## src/rtl/core/i2cms_pkg.sv

```systemverilog
`default_nettype none

package i2cms_pkg;

	localparam int BUFFER_DEPTH = 16;
	localparam int BUF_AW       = $clog2(BUFFER_DEPTH);
	localparam int CNT_W        = $clog2(BUFFER_DEPTH + 1);
	localparam int LEN_W        = 5;

	localparam logic [1:0] MODE_LOAD  = 2'd0;
	localparam logic [1:0] MODE_START = 2'd1;
	localparam logic [1:0] MODE_EVENT = 2'd2;

	localparam logic [1:0] REG_DEVICE_ADDRESS = 2'd0;
	localparam logic [1:0] REG_TX_LENGTH      = 2'd1;
	localparam logic [1:0] REG_RX_LENGTH      = 2'd2;
	localparam logic [1:0] REG_READ_MODE      = 2'd3;

	localparam logic [7:0] ST_START      = 8'h08;
	localparam logic [7:0] ST_RESTART    = 8'h10;
	localparam logic [7:0] ST_ADDR_W_ACK = 8'h18;
	localparam logic [7:0] ST_ADDR_W_NAK = 8'h20;
	localparam logic [7:0] ST_DATA_W_ACK = 8'h28;
	localparam logic [7:0] ST_ADDR_R_ACK = 8'h40;
	localparam logic [7:0] ST_DATA_R_ACK = 8'h50;
	localparam logic [7:0] ST_DATA_R_NAK = 8'h58;
	localparam logic [7:0] READ_BIT      = 8'h01;

	typedef logic [CNT_W-1:0] cnt_t;

	typedef struct packed {
		logic [1:0] mode;
		logic [3:0] load_index;
		logic [7:0] load_byte;
		logic [7:0] status_code;
		logic [7:0] bus_byte;
		logic       timeout_flag;
	} in_item_t;

	typedef struct packed {
		logic       data_write;
		logic [7:0] data_out;
		logic       ctl_start;
		logic       ctl_stop;
		logic       ctl_ack;
		logic       ctl_clear_si;
		logic       clear_timeout;
		logic       rx_valid;
		logic [7:0] rx_byte;
		logic       done_res;
		logic       success;
	} out_item_t;

	typedef struct packed {
		logic [7:0]       device_address;
		logic [LEN_W-1:0] tx_length;
		logic [LEN_W-1:0] rx_length;
		logic             read_mode;
	} cfg_t;

	function automatic cnt_t lim(input logic [LEN_W-1:0] v);
		if (int'(v) > BUFFER_DEPTH) begin
			return CNT_W'(BUFFER_DEPTH);
		end
		return CNT_W'(v);
	endfunction

endpackage

`default_nettype wire

```

## src/rtl/core/i2cms_step.sv

```systemverilog
`default_nettype none

module i2cms_step (
	input  wire                   clk,
	input  wire                   arst_n,
	input  wire                   step,
	input  i2cms_pkg::in_item_t   item,
	input  i2cms_pkg::cfg_t       cfg,
	output i2cms_pkg::out_item_t  result
);
	import i2cms_pkg::*;

	logic [7:0] byte_buffer [BUFFER_DEPTH];
	cnt_t       byte_count_q;
	logic       end_flag_q;
	logic       success_flag_q;

	cnt_t       count_d;
	logic       end_d;
	logic       success_d;
	logic       buf_we;
	logic [BUF_AW-1:0] buf_addr;
	logic [7:0] buf_wdata;
	cnt_t       txl;
	cnt_t       rxl;
	logic       room;
	logic [7:0] head_byte;
	cnt_t       count_inc;

	always_comb begin
		txl       = lim(cfg.tx_length);
		rxl       = lim(cfg.rx_length);
		room      = byte_count_q < CNT_W'(BUFFER_DEPTH);
		head_byte = room ? byte_buffer[byte_count_q[BUF_AW-1:0]] : 8'h00;
		count_inc = room ? byte_count_q + cnt_t'(1) : byte_count_q;
	end

	always_comb begin
		count_d   = byte_count_q;
		end_d     = end_flag_q;
		success_d = success_flag_q;
		buf_we    = 1'b0;
		buf_addr  = byte_count_q[BUF_AW-1:0];
		buf_wdata = item.bus_byte;
		result    = '0;
		case (item.mode)
			MODE_LOAD: begin
				if (int'(item.load_index) < BUFFER_DEPTH) begin
					buf_we    = 1'b1;
					buf_addr  = BUF_AW'(item.load_index);
					buf_wdata = item.load_byte;
				end
			end
			MODE_START: begin
				count_d          = '0;
				end_d            = 1'b0;
				success_d        = 1'b0;
				result.ctl_start = 1'b1;
			end
			MODE_EVENT: begin
				if (item.timeout_flag) begin
					result.clear_timeout = 1'b1;
				end else if (cfg.read_mode) begin
					case (item.status_code)
						ST_START: begin
							result.data_write   = 1'b1;
							result.data_out     = cfg.device_address;
							result.ctl_clear_si = 1'b1;
						end
						ST_ADDR_W_ACK: begin
							result.data_write   = 1'b1;
							result.data_out     = head_byte;
							result.ctl_clear_si = 1'b1;
							count_d             = count_inc;
						end
						ST_ADDR_W_NAK: begin
							result.ctl_stop     = 1'b1;
							result.ctl_clear_si = 1'b1;
							end_d               = 1'b1;
						end
						ST_DATA_W_ACK: begin
							result.ctl_clear_si = 1'b1;
							if (byte_count_q < txl) begin
								result.data_write = 1'b1;
								result.data_out   = head_byte;
								count_d           = count_inc;
							end else begin
								result.ctl_start = 1'b1;
							end
						end
						ST_RESTART: begin
							result.data_write   = 1'b1;
							result.data_out     = cfg.device_address | READ_BIT;
							result.ctl_clear_si = 1'b1;
						end
						ST_ADDR_R_ACK: begin
							count_d             = '0;
							result.ctl_ack      = rxl != '0;
							result.ctl_clear_si = 1'b1;
						end
						ST_DATA_R_ACK: begin
							result.rx_valid     = 1'b1;
							result.rx_byte      = item.bus_byte;
							buf_we              = room;
							count_d             = count_inc;
							result.ctl_ack      = count_inc < rxl;
							result.ctl_clear_si = 1'b1;
						end
						ST_DATA_R_NAK: begin
							result.rx_valid     = 1'b1;
							result.rx_byte      = item.bus_byte;
							buf_we              = room;
							count_d             = count_inc;
							result.ctl_stop     = 1'b1;
							result.ctl_clear_si = 1'b1;
							success_d           = 1'b1;
							end_d               = 1'b1;
						end
						default: begin
							end_d = 1'b1;
						end
					endcase
				end else begin
					case (item.status_code)
						ST_START: begin
							result.data_write   = 1'b1;
							result.data_out     = cfg.device_address;
							result.ctl_clear_si = 1'b1;
						end
						ST_ADDR_W_ACK, ST_DATA_W_ACK: begin
							result.ctl_clear_si = 1'b1;
							if ((item.status_code == ST_ADDR_W_ACK && txl != '0)
								|| (item.status_code == ST_DATA_W_ACK
								&& byte_count_q < txl)) begin
								result.data_write = 1'b1;
								result.data_out   = head_byte;
								count_d           = count_inc;
							end else begin
								result.ctl_stop = 1'b1;
								success_d       = 1'b1;
								end_d           = 1'b1;
							end
						end
						default: begin
							result.ctl_stop     = 1'b1;
							result.ctl_clear_si = 1'b1;
							end_d               = 1'b1;
						end
					endcase
				end
			end
			default: begin
			end
		endcase
		result.done_res = end_d;
		result.success  = success_d;
	end

	always_ff @(posedge clk) begin
		if (step && buf_we) begin
			byte_buffer[buf_addr] <= buf_wdata;
		end
	end

	always_ff @(posedge clk or negedge arst_n) begin
		if (!arst_n) begin
			byte_count_q   <= '0;
			end_flag_q     <= 1'b0;
			success_flag_q <= 1'b0;
		end else if (step) begin
			byte_count_q   <= count_d;
			end_flag_q     <= end_d;
			success_flag_q <= success_d;
		end
	end

endmodule

`default_nettype wire

```

## src/rtl/core/i2c_master_status_sequencer.sv

```systemverilog
// I2C master status sequencer.
// Input channel (in_valid / in_stall / in_item): items load a transmit
// byte, start a transfer, hand over a bus status event or do nothing.
// Output channel (out_valid / out_stall / out_item): exactly one result
// item per input item, in order, carrying the control requests for the bus
// controller, a received byte and the end and success flags.
// Configuration: cfg_write_en, cfg_index and cfg_data write device_address,
// tx_length, rx_length and read_mode; write only while the block is idle.
// The result is registered: the decode runs while the item sits in the
// input register and loads the result register when the item advances.
// Throughput: one item per cycle while out_stall is low; the byte buffer
// takes one read and one write per cycle, so consecutive events never
// wait on each other.
// Reset clears the byte count, the flags, the configuration registers and
// both valid bits; the byte buffer holds no defined value until written.
// When out_stall is high with a result valid, the result holds, the input
// register keeps its item and in_stall rises until the result is taken.
`default_nettype none

module i2c_master_status_sequencer (
	input  wire                   clk,
	input  wire                   arst_n,
	input  wire                   in_valid,
	output logic                  in_stall,
	input  i2cms_pkg::in_item_t   in_item,
	output logic                  out_valid,
	input  wire                   out_stall,
	output i2cms_pkg::out_item_t  out_item,
	input  wire                   cfg_write_en,
	input  wire  [1:0]            cfg_index,
	input  wire  [7:0]            cfg_data
);
	import i2cms_pkg::*;

	cfg_t      cfg_q;
	in_item_t  item_s1;
	logic      valid_s1;
	logic      advance;
	logic      accept;
	out_item_t result;

	assign advance  = valid_s1 && (!out_valid || !out_stall);
	assign in_stall = valid_s1 && !advance;
	assign accept   = in_valid && !in_stall;

	i2cms_step u_step (
		.clk    (clk),
		.arst_n (arst_n),
		.step   (advance),
		.item   (item_s1),
		.cfg    (cfg_q),
		.result (result)
	);

	always_ff @(posedge clk or negedge arst_n) begin
		if (!arst_n) begin
			cfg_q <= '0;
		end else if (cfg_write_en) begin
			case (cfg_index)
				REG_DEVICE_ADDRESS: cfg_q.device_address <= cfg_data;
				REG_TX_LENGTH:      cfg_q.tx_length      <= cfg_data[LEN_W-1:0];
				REG_RX_LENGTH:      cfg_q.rx_length      <= cfg_data[LEN_W-1:0];
				REG_READ_MODE:      cfg_q.read_mode      <= cfg_data[0];
				default: begin
				end
			endcase
		end
	end

	always_ff @(posedge clk) begin
		if (accept) begin
			item_s1 <= in_item;
		end
		if (advance) begin
			out_item <= result;
		end
	end

	always_ff @(posedge clk or negedge arst_n) begin
		if (!arst_n) begin
			valid_s1  <= 1'b0;
			out_valid <= 1'b0;
		end else begin
			if (accept) begin
				valid_s1 <= 1'b1;
			end else if (advance) begin
				valid_s1 <= 1'b0;
			end
			if (advance) begin
				out_valid <= 1'b1;
			end else if (!out_stall) begin
				out_valid <= 1'b0;
			end
		end
	end

endmodule

`default_nettype wire

```

## config.mk

```make
export PLATFORM = sky130hd
export DESIGN_NAME = i2c_master_status_sequencer
export DESIGN_NICKNAME = d
export VERILOG_FILES = /design/src/rtl/core/i2cms_pkg.sv /design/src/rtl/core/i2cms_step.sv /design/src/rtl/core/i2c_master_status_sequencer.sv
export SDC_FILE = /design/constraint.sdc
export NUM_CORES = 1
export LEC_CHECK = 0
export BUFFER_PORTS_ARGS = -buffer_cell sky130_fd_sc_hd__buf_2
export CELL_PAD_IN_SITES_DETAIL_PLACEMENT = 0
export CELL_PAD_IN_SITES_GLOBAL_PLACEMENT = 1
export CORE_MARGIN = 4
export CORE_UTILIZATION = 51
export CTS_CLUSTER_DIAMETER = 100
export DETAILED_ROUTE_END_ITERATION = 10
export PLACE_DENSITY = 0.91
export SLEW_MARGIN = 10
export SYNTH_ARGS = -nofsm -noshare
export SYNTH_HDL_FRONTEND = slang
export SYNTH_SLANG_ARGS = --single-unit
```

## constraint.sdc

```tcl
create_clock -name clk -period 3.71 [get_ports clk]
set_clock_uncertainty 0.1 [all_clocks]
set_input_delay 0.1855 -clock clk [delete_from_list [all_inputs] [get_ports clk]]
set_output_delay 0.1855 -clock clk [all_outputs]
set_load 0.01 [all_outputs]
```

Word level (Yosys, flattened, before mapping)
Memory sizes are Yosys's and may differ from the RTL's.
Index checks and enable logic that the tools add are counted.

cells by class
  add/subtract/negate cells = 1
  order comparisons = 5
  eq/ne operators = 19
  mux-type cells = 59
  bitwise gates (word level) = 3
  reduce and logical (&&, ||, !) cells = 32

operators by type and width
  cell                                                             number
  5-bit two-way mux                                                10
  9-bit two-way mux                                                4
  9-bit one-hot mux with 4 select lines                            1
  1-bit two-way mux                                                30
  8-bit by 7-bit == test with 1-bit output, second input constant  3
  9-bit one-hot mux with 2 select lines                            1
  8-bit by 5-bit == test with 1-bit output, second input constant  2
  8-bit by 6-bit == test with 1-bit output, second input constant  2
  8-bit two-way mux                                                2
  5-bit one-hot mux with 3 select lines                            1
  1-bit one-hot mux with 2 select lines                            7
  5-bit > comparator, second input constant                        2
  5-bit less-than comparator                                       2
  5-bit one-hot mux with 2 select lines                            1
  5-bit nonzero test                                               2
  8-bit by 4-bit == test with 1-bit output, second input constant  1
  4-bit two-way mux                                                2
  2-bit AND reduction                                              4
  2-bit OR reduction                                               4
  8-bit OR reduction                                               1
  7-bit AND reduction                                              1
  2-bit == test, second input constant                             3
  1-bit logical AND                                                6
  3-bit OR reduction                                               2
  16 further kinds                                                 25

storage, ports and cells
  register bits after elaboration = 84
  memory bits (writable) = 128
  input port bits = 46
  output and inout port bits = 27
  memories = 1

memory list
  name                words  width  read ports  clocked after memory_dff  wr ports  line              source
  u_step.byte_buffer  16     8      1           0                         1         i2cms_step.sv:13  logic [7:0] byte_buffer [BUFFER_DEPTH];

Depth between registers and ports, before layout
Gate-level depths: netlist (run 1).

  depth in word-level cells = 11
  depth in mapped cells = 9

Cells and area by module
From an unflattened synthesis (run 1), not the netlist that was laid out.

unflattened totals
  cells, all modules = 537
  area total of the unflattened synthesis = 8847.2 µm²

by module, submodules not included
  module                       times used  cells an instance  area an instance (µm²)
  i2cms_step                   1           431                6351.1
  i2c_master_status_sequencer  1           106                2496.1

Worst setup path after synthesis (run 1)
OpenSTA, ideal clock, no wires.

  path type = register to register
  start = reg item_s1[10] (netlist name)
  end = mem u_step.byte_buffer[11][0] (enable)
  setup time = 370 ps
  arrival = 2149 ps
  data required time = 3240 ps
  path slack = 1090 ps
  stages on the path, launching flop included = 8
  path buffers = 1
  clock period less this slack = 2620 ps
  cell sequence = edfxtp_1 > or4_4 > buf_2 > nor3_1 > a21oi_1 > nor2b_1 > o21ai_0 > nor2_1

on the way
  word-level cells in the longest chain between the ends = 9

RTL lines
  element                                    line                               source
  from (decl)                                i2c_master_status_sequencer.sv:36  in_item_t item_s1;
  from (signal assigned)                     i2c_master_status_sequencer.sv:72  item_s1 <= in_item;
  8-bit by 7-bit == test with 1-bit output   i2cms_step.sv:64                   case (item.status_code)
  2-bit OR reduction (no source line) *      --
  1-bit two-way mux *                        i2cms_step.sv:64
  1-bit two-way mux *                        i2cms_step.sv:63                   end else if (cfg.read_mode) begin
  1-bit two-way mux *                        i2cms_step.sv:61                   if (item.timeout_flag) begin
  1-bit one-hot mux with 2 select lines *    i2cms_step.sv:46                   case (item.mode)
  1-bit logical AND *                        i2cms_step.sv:160                  if (step && buf_we) begin
  1-bit two-way mux *                        i2cms_step.sv:160
  1-bit two-way mux (not written as such) *  i2cms_step.sv:161                  byte_buffer[buf_addr] <= buf_wdata;
  to (decl)                                  i2cms_step.sv:13

Every way passes the cells marked *; elsewhere a longest branch is shown, timed or not.

Worst setup path after layout (run 1)
  start = reg item_s1[29] (netlist name)
  end = mem u_step.byte_buffer[10][7] (enable)

on the way
  word-level cells in the longest chain between the ends = 5

RTL lines
  element                                                    line
  2-bit == test / 2-bit logical NOT (equally long branches)  i2cms_step.sv:46
  1-bit one-hot mux with 2 select lines                      i2cms_step.sv:46
  1-bit logical AND                                          i2cms_step.sv:160
  1-bit two-way mux                                          i2cms_step.sv:160
  1-bit two-way mux (not written as such)                    i2cms_step.sv:161

Parallel ways exist; a longest one is shown, timed or not.

==> results.txt, run 1 <==
largest net degree at the start of global routing -> 40
layout cell share with drive strength beyond 1 -> 30.0%
EDFF count, synth -> 184
Layout fillers -> 1186
count of non-filler cells in the finished layout -> 880
CP peak stage delay -> 600 ps
core area -> 0.0168 mm²
Initial Utilization -> 52.7%
CP max FO -> 9
Worst EP arrival -> 3080 ps
r2r startpoint -> item_s1[29]$_DFFE_PP_
final WL -> 19600 µm
Worst Hold Class -> in -> async
vias post-DR -> 5123
die height -> 140 µm
maxcap violations -> 0
Port Buffers -> 72
most numerous cell in the Yosys netlist -> edfxtp_1
post-DP HPWL -> 12700 µm
flop2flop setup slack -> 680 ps
synth unique cells -> 62
Worst Path Required -> 3760 ps
syn_area_per_cell -> 17.1 µm²
Post-Syn Instances -> 518
period utilization -> 81.8%
crit path time final -> 3030 ps
# DRC -> 0
Bufs and invs on worst path -> 1
CTS tree -> done
Yosys top cell area share -> 62.3%
Pre-antenna DRT Iters -> 5
DIE WIDTH -> 140 µm
Max Root-Sink Buffers -> 3
register area share after synthesis -> 70.2%
Final Hold Fails -> 0
total grt overflow -> 0
H-Tree Depth -> 1
Worst path slowest cell -> nor2_1
unrepaired setup endpoints after global routing -> no
Leakage Power -> 0.00372 µW
syn nets -> 576
count of state elements after synthesis -> 212
post-CTS setup buffers -> 0
slew margin rel. -> 35.8%
synth top area cells -> edfxtp_1 (62%), mux4_2 (10%), dfrtp_1 (7.9%)
DRT iter0 DRCs -> 477
Num Clock Sinks -> 212
Syn. warnings -> 0
Boundary Pins -> 73
Max Fclk -> 330 MHz
Detail Route Antenna Nets -> 0
Worst Setup End Kind -> register
Crit path max-delay family -> simple AND/OR/NAND/NOR gates
top cell type by total area after synthesis -> edfxtp_1
most frequent cells after synthesis -> edfxtp_1 (184), mux4_2 (40), nor2_1 (29)
PostCTS Resize Cnt -> 0
P&R area growth vs syn -> 19.5%
worst skew pair latency -> 520 ps
Root Driver -> clkbuf_16
fraction of registers with async set/reset -> 13.2%
CTS Buf Count -> 22
run status -> complete, no violations
Slew Viols, Final -> 0
Worst-path clk slew -> 60 ps
first-pass GRT wire length -> 30500 µm
NumNets Final -> 702
Crit. Startpoint -> item_s1[29]$_DFFE_PP_
# rows -> 47
vias in the first global route -> 5350
DIE AREA -> 0.0196 mm²
pwr/cell area -> 515 mW/mm²
Total GRT Usage -> 20.3%
Setup CP Type -> reg -> reg
Top FF cell, synth -> edfxtp_1
sequential cell area -> 0.00623 mm²
Cells after DPL -> 794
Setup-failing EPs final -> 0
Cell Area, Synth -> 0.00887 mm²
drt wl/cell -> 22.3 µm
initial antenna violation count -> 0
CP dominant cell by count -> nor2_1
slew of the pin with the lowest slew margin -> 963 ps
Fin Setup TNS -> 0 ps
multi-input logic area -> 0.00247 mm²
CP Cell Sequence -> inv_1, ha_1, nand2b_1, nor2_1, a21oi_1, nor2b_1, o21ai_0, nor2_1
Critical Path Start Type -> register
maximum vdd drop -> 0.399 mV
ant diodes -> 0
vias per cell -> 5.82
gpl congestion -> 0.879
cell type report:
class	count	area share (%)
well taps	220	2.60
repair buffers	123	8.10
clock buffers	27	5.37
inverters	18	0.638
multi-input cells	267	23.3
clock inverters	13	1.20
flip-flops and latches	212	58.8
cell usage in the layout, fill, tap and decap left out, types with 3 or more instances in the layout:
| cell type | netlist | routed |
|---|---|---|
| a21oi_1 | 14 | 14 |
| buf_2 | 4 | 72 |
| inv_1 | 18 | 18 |
| a31oi_1 | 6 | 6 |
| ha_1 | 12 | 12 |
| nor2_1 | 29 | 29 |
| nor3b_1 | 5 | 4 |
| mux2_2 | 28 | 28 |
| mux4_2 | 40 | 40 |
| buf_4 | 2 | 5 |
| nor2b_1 | 7 | 7 |
| clkinv_2 | 0 | 4 |
| nand2_1 | 27 | 27 |
| clkbuf_16 | 0 | 22 |
| nor3_1 | 7 | 7 |
| edfxtp_1 | 184 | 184 |
| and2_1 | 10 | 10 |
| o211ai_1 | 3 | 3 |
| nand3_1 | 7 | 7 |
| clkbuf_1 | 13 | 5 |
| dlygate4sd3_1 | 0 | 46 |
| dfrtp_1 | 28 | 27 |
| nor4_1 | 3 | 3 |
| nand2b_1 | 4 | 4 |
| o21ai_0 | 17 | 17 |
| clkinvlp_4 | 0 | 4 |
power by group:
part | internal (µW) | total [µW] | switching [µW]
clock | 1180 | 2100 | 918
sequential | 2710 | 2810 | 99.6
combinational | 274 | 550 | 276
total | 4170 | 5460 | 1290
worst paths after layout:
| path | endpoint | cells after the start |
|---|---|---|
| worst max-delay path | u_step.byte_buffer[10][7]$_DFFE_PP_ | 8 |
| worst min-delay path | u_step.end_flag_q$_DFFE_PN0P_ | 2 |
| worst max register to register | u_step.byte_buffer[10][7]$_DFFE_PP_ | 8 |
| worst min register to register | cfg_q[5]$_DFFE_PN0P_ | 1 |
| max in group asynchronous | u_step.byte_count_q[0]$_DFFE_PN0P_ | 2 |
| min in group clk | item_s1[9]$_DFFE_PP_ | 2 |
flip-flops by register name (all words and copies together) (netlist names):
register / cells
cfg_q: 19
out_valid: 1
u_step.byte_buffer: 128
out_item: 25
u_step.success_flag_q: 1
u_step.byte_count_q: 5
valid_s1: 1
item_s1: 31
u_step.end_flag_q: 1
repair_timing:
item,in CTS,in global routing
hold buffers,46,0
setup endpoints to repair,0,0
endpoints found under the hold margin,80,0
logic make-up (layout without fill, tap and decap cells):
logic type	count (synthesis)	in the layout	share of synthesized area, %
flip-flops	212	212	70.2
AND/OR/NAND/NOR	123	123	7.54
multiplexers	68	68	13.7
AO/OA/AOI/OAI	61	61	4.54
buffers and inverters	39	181	1.99
adder cells (fa/ha/maj)	12	12	1.69
XOR/XNOR	3	3	0.296
layer usage:
| layer | GRT usage [%] | wire, µm | share of wire [%] |
|---|---|---|---|
| met1 | 26.9 | 7620 | 39 |
| met2 | 34.5 | 9990 | 51 |
| met3 | 4.29 | 1530 | 7.8 |
| met4 | 5.00 | 490 | 2.5 |
| met5 | 0 | 0 | 0 |
per-stage QoR:
step / hold WS, ps / setup WS [ps] / cell area, µm² / power [µW] / utilization [%]
floorplan: -210 / 1090 / 8870 / 3190 / -
global route: 180 / 399 / 10600 / 5660 / 63.0
global placement: 138 / 818 / 9430 / 3340 / 56.1
detailed placement: 146 / 706 / 9430 / 3370 / 56.1
CTS: 134 / 694 / 10600 / 5490 / 63.0
finish: 148 / 675 / 10600 / 5460 / 63.0
worst reg2reg max path, stage by stage (launching register included):
cell and delay [ps]:
edfxtp_1 410, inv_1 100, ha_1 360, nand2b_1 230, nor2_1 230, a21oi_1 100, nor2b_1 270, o21ai_0 270
nor2_1 600
Power figures use the tool's default switching activity.
==> run 2: changes to the inputs <==
--- a/config.mk
+++ b/config.mk
@@ -9,10 +9,10 @@
 export CELL_PAD_IN_SITES_DETAIL_PLACEMENT = 0
 export CELL_PAD_IN_SITES_GLOBAL_PLACEMENT = 1
 export CORE_MARGIN = 4
-export CORE_UTILIZATION = 51
+export CORE_UTILIZATION = 46
 export CTS_CLUSTER_DIAMETER = 100
 export DETAILED_ROUTE_END_ITERATION = 10
-export PLACE_DENSITY = 0.91
+export PLACE_DENSITY = 0.88
 export SLEW_MARGIN = 10
 export SYNTH_ARGS = -nofsm -noshare
 export SYNTH_HDL_FRONTEND = slang
==> constraint.sdc (replaced) <==
create_clock -name clk -period 2.6 [get_ports clk]
set_clock_uncertainty 0.1 [all_clocks]
set_input_delay 0.13 -clock clk [delete_from_list [all_inputs] [get_ports clk]]
set_output_delay 0.13 -clock clk [all_outputs]
set_load 0.01 [all_outputs]
==> run 2 against run 1 <==
Compared with the run above:
- critical path depth down 2
- total power up 53%
- critical endpoint is now u_step.byte_count_q[0]$_DFFE_PN0P_
- critical path type unchanged
- count of clock-buffer cells in the layout down 4
- wire length up 0.87%
- final area up 4.6%
- die area up 10%
- register-to-register slack worse by 530 ps
- highest routed layer unchanged
- final cell count up 8.9%
- clock power up 67%
==> results.txt, run 2 (synthesis results as in run 1) <==
Max Fclk -> 408 MHz (was 330 MHz)
max reg flops -> 128 (unchanged)
Detail Route Antenna Nets -> 0 (unchanged)
worst skew pair latency -> 500 ps (was 520 ps)
H-Tree Depth -> 1 (unchanged)
crit path time final -> 2450 ps (was 3030 ps)
Worst Path Required -> 2880 ps (was 3760 ps)
drt wl/cell -> 20.7 µm (was 22.3 µm)
Worst Setup End Kind -> register (unchanged)
final WL -> 19800 µm (was 19600 µm)
Worst Hold Class -> in -> async (unchanged)
Fin Setup TNS -> 0 ps (unchanged)
vias post-DR -> 5216 (was 5123)
DRT iter0 DRCs -> 457 (was 477)
total grt overflow -> 0 (unchanged)
Top Registers -> u_step.byte_buffer: 128 flops, item_s1: 31 flops, out_item: 25 flops (unchanged)
Critical Path Start Type -> register (unchanged)
slew margin rel. -> 55.6% (was 35.8%)
vias in the first global route -> 5616 (was 5350)
Worst EP arrival -> 2730 ps (was 3080 ps)
run status -> complete, no violations (unchanged)
Final Hold Fails -> 0 (unchanged)
Root Driver -> clkbuf_16 (unchanged)
Leakage Power -> 0.00400 µW (was 0.00372 µW)
Slew Viols, Final -> 0 (unchanged)
Port Buffers -> 72 (unchanged)
maxcap violations -> 0 (unchanged)
post-CTS setup buffers -> 0 (unchanged)
Num Clock Sinks -> 212 (unchanged)
period utilization -> 94.3% (was 81.8%)
R2R depth -> 6 (was 8)
post-DP HPWL -> 13000 µm (was 12700 µm)
pwr/cell area -> 753 mW/mm² (was 515 mW/mm²)
CP max FO -> 8 (was 9)
DIE WIDTH -> 147 µm (was 140 µm)
Pre-antenna DRT Iters -> 5 (unchanged)
Boundary Pins -> 73 (unchanged)
maximum vdd drop -> 0.497 mV (was 0.399 mV)
Setup CP Type -> reg -> reg (unchanged)
DIE AREA -> 0.0216 mm² (was 0.0196 mm²)
gpl congestion -> 0.883 (was 0.879)
flop2flop setup slack -> 150 ps (was 680 ps)
Biggest register -> u_step.byte_buffer (unchanged)
commonest non-fill, non-tap cells in the layout -> edfxtp_1 (184), buf_2 (72), dlygate4sd3_1 (45), buf_4 (41), mux4_2 (40) (was edfxtp_1 (184), buf_2 (72), dlygate4sd3_1 (46), mux4_2 (40), nor2_1 (29))
final core area utilization -> 58.9% (was 63.0%)
# rows -> 50 (was 47)
layout cell share with drive strength beyond 1 -> 35.1% (was 30.0%)
worst r2r dst -> u_step.byte_count_q[0]$_DFFE_PN0P_ (was u_step.byte_buffer[10][7]$_DFFE_PP_)
P&R area growth vs syn -> 25.0% (was 19.5%)
core area -> 0.0188 mm² (was 0.0168 mm²)
NumNets Final -> 740 (was 702)
CTS tree -> done (unchanged)
commonest non-fill, non-tap cell in the layout -> edfxtp_1 (unchanged)
Max Root-Sink Buffers -> 3 (unchanged)
die height -> 147 µm (was 140 µm)
Worst-path clk slew -> 60 ps (about the same)
CTS Buf Count -> 23 (was 22)
r2r startpoint -> item_s1[10]$_DFFE_PP_ (was item_s1[29]$_DFFE_PP_)
# DRC -> 0 (unchanged)
unrepaired setup endpoints after global routing -> no (unchanged)
Setup-failing EPs final -> 0 (unchanged)
ant diodes -> 0 (unchanged)
slew of the pin with the lowest slew margin -> 666 ps (was 963 ps)
Initial Utilization -> 47.1% (was 52.7%)
largest net degree at the start of global routing -> 32 (was 40)
first-pass GRT wire length -> 31500 µm (was 30500 µm)
Total GRT Usage -> 18.9% (was 20.3%)
vias per cell -> 5.44 (was 5.82)
initial antenna violation count -> 0 (unchanged)
run 2: cell types whose count changed in the layout (fill, tap and decap cells not counted), sizes merged:
| cell | previous run | this run |
|---|---|---|
| buf | 77 | 115 |
| bufinv | 1 | 6 |
| clkbuf | 27 | 23 |
| clkinv | 6 | 9 |
| clkinvlp | 5 | 2 |
| dlygate4sd3 | 46 | 45 |
run 2: metal layers:
layer / vias to the layer above / share of wire, % / track usage (%)
met3: 33 / 7.8 / 4.10
li1: 2361 / - / -
met1: 2601 / 40 / 24.9
met2: 221 / 50 / 32.1
met5: - / 0 / 0
met4: 0 / 1.9 / 5.13
run 2: stage by stage:
step | hold slack (ps) | cell area (µm²) | instances | total power, µW | setup WS (ps)
after floorplan | -266 | 8870 | 518 | 4550 | -19.6
after global placement | 76.4 | 9790 | 872 | 4820 | 60.1
after detailed placement | 87.7 | 9790 | 872 | 4850 | -31.5
after CTS | 91.3 | 11100 | 958 | 8400 | 14.2
after global routing | 114 | 11100 | 958 | 8680 | 13.4
final | 98.1 | 11100 | 958 | 8350 | 147
run 2: final cells by class:
class	instances	area, µm²
inverter	18	67.6
timing repair buffer	160	1160
sequential	212	6230
fill	1397	7740
clock inverter	18	248
clock buffer	23	576
tap	260	325
multi-input combinational	267	2480
run 2: worst max-delay path: stages (launching register included):
cell,delay [ps]
edfxtp_1,410
or4_4,590
buf_4,190
a311oi_2,300
o221ai_2,190
a21o_1,250
a211o_1,300
run 2: report_power, final:
group          total, µW  leakage [µW]  internal [µW]  switching [µW]
Combinational        894       0.00155            428             466
Sequential          3960       0.00204           3870            87.4
Clock               3500      0.000406           2210            1280
run 2: worst max-delay path by stage:
stage,startpoint,end
2_1_floorplan,item_s1[10]$_DFFE_PP_,u_step.byte_buffer[11][0]$_DFFE_PP_
3_5_place_dp,item_s1[10]$_DFFE_PP_,u_step.byte_buffer[9][6]$_DFFE_PP_
4_1_cts,item_s1[10]$_DFFE_PP_,u_step.byte_buffer[3][5]$_DFFE_PP_
5_1_grt,item_s1[10]$_DFFE_PP_,out_item[23]$_SDFFCE_PP0P_
6_report,item_s1[10]$_DFFE_PP_,u_step.byte_count_q[0]$_DFFE_PN0P_
3_3_place_gp,item_s1[10]$_DFFE_PP_,u_step.byte_buffer[10][6]$_DFFE_PP_
run 2: repair_timing:
action	4_1_cts	5_1_grt
resized for setup	2	4
setup endpoints to repair	45	134
endpoints found under the hold margin	80	0
pin swaps	0	0
hold buffers	45	0
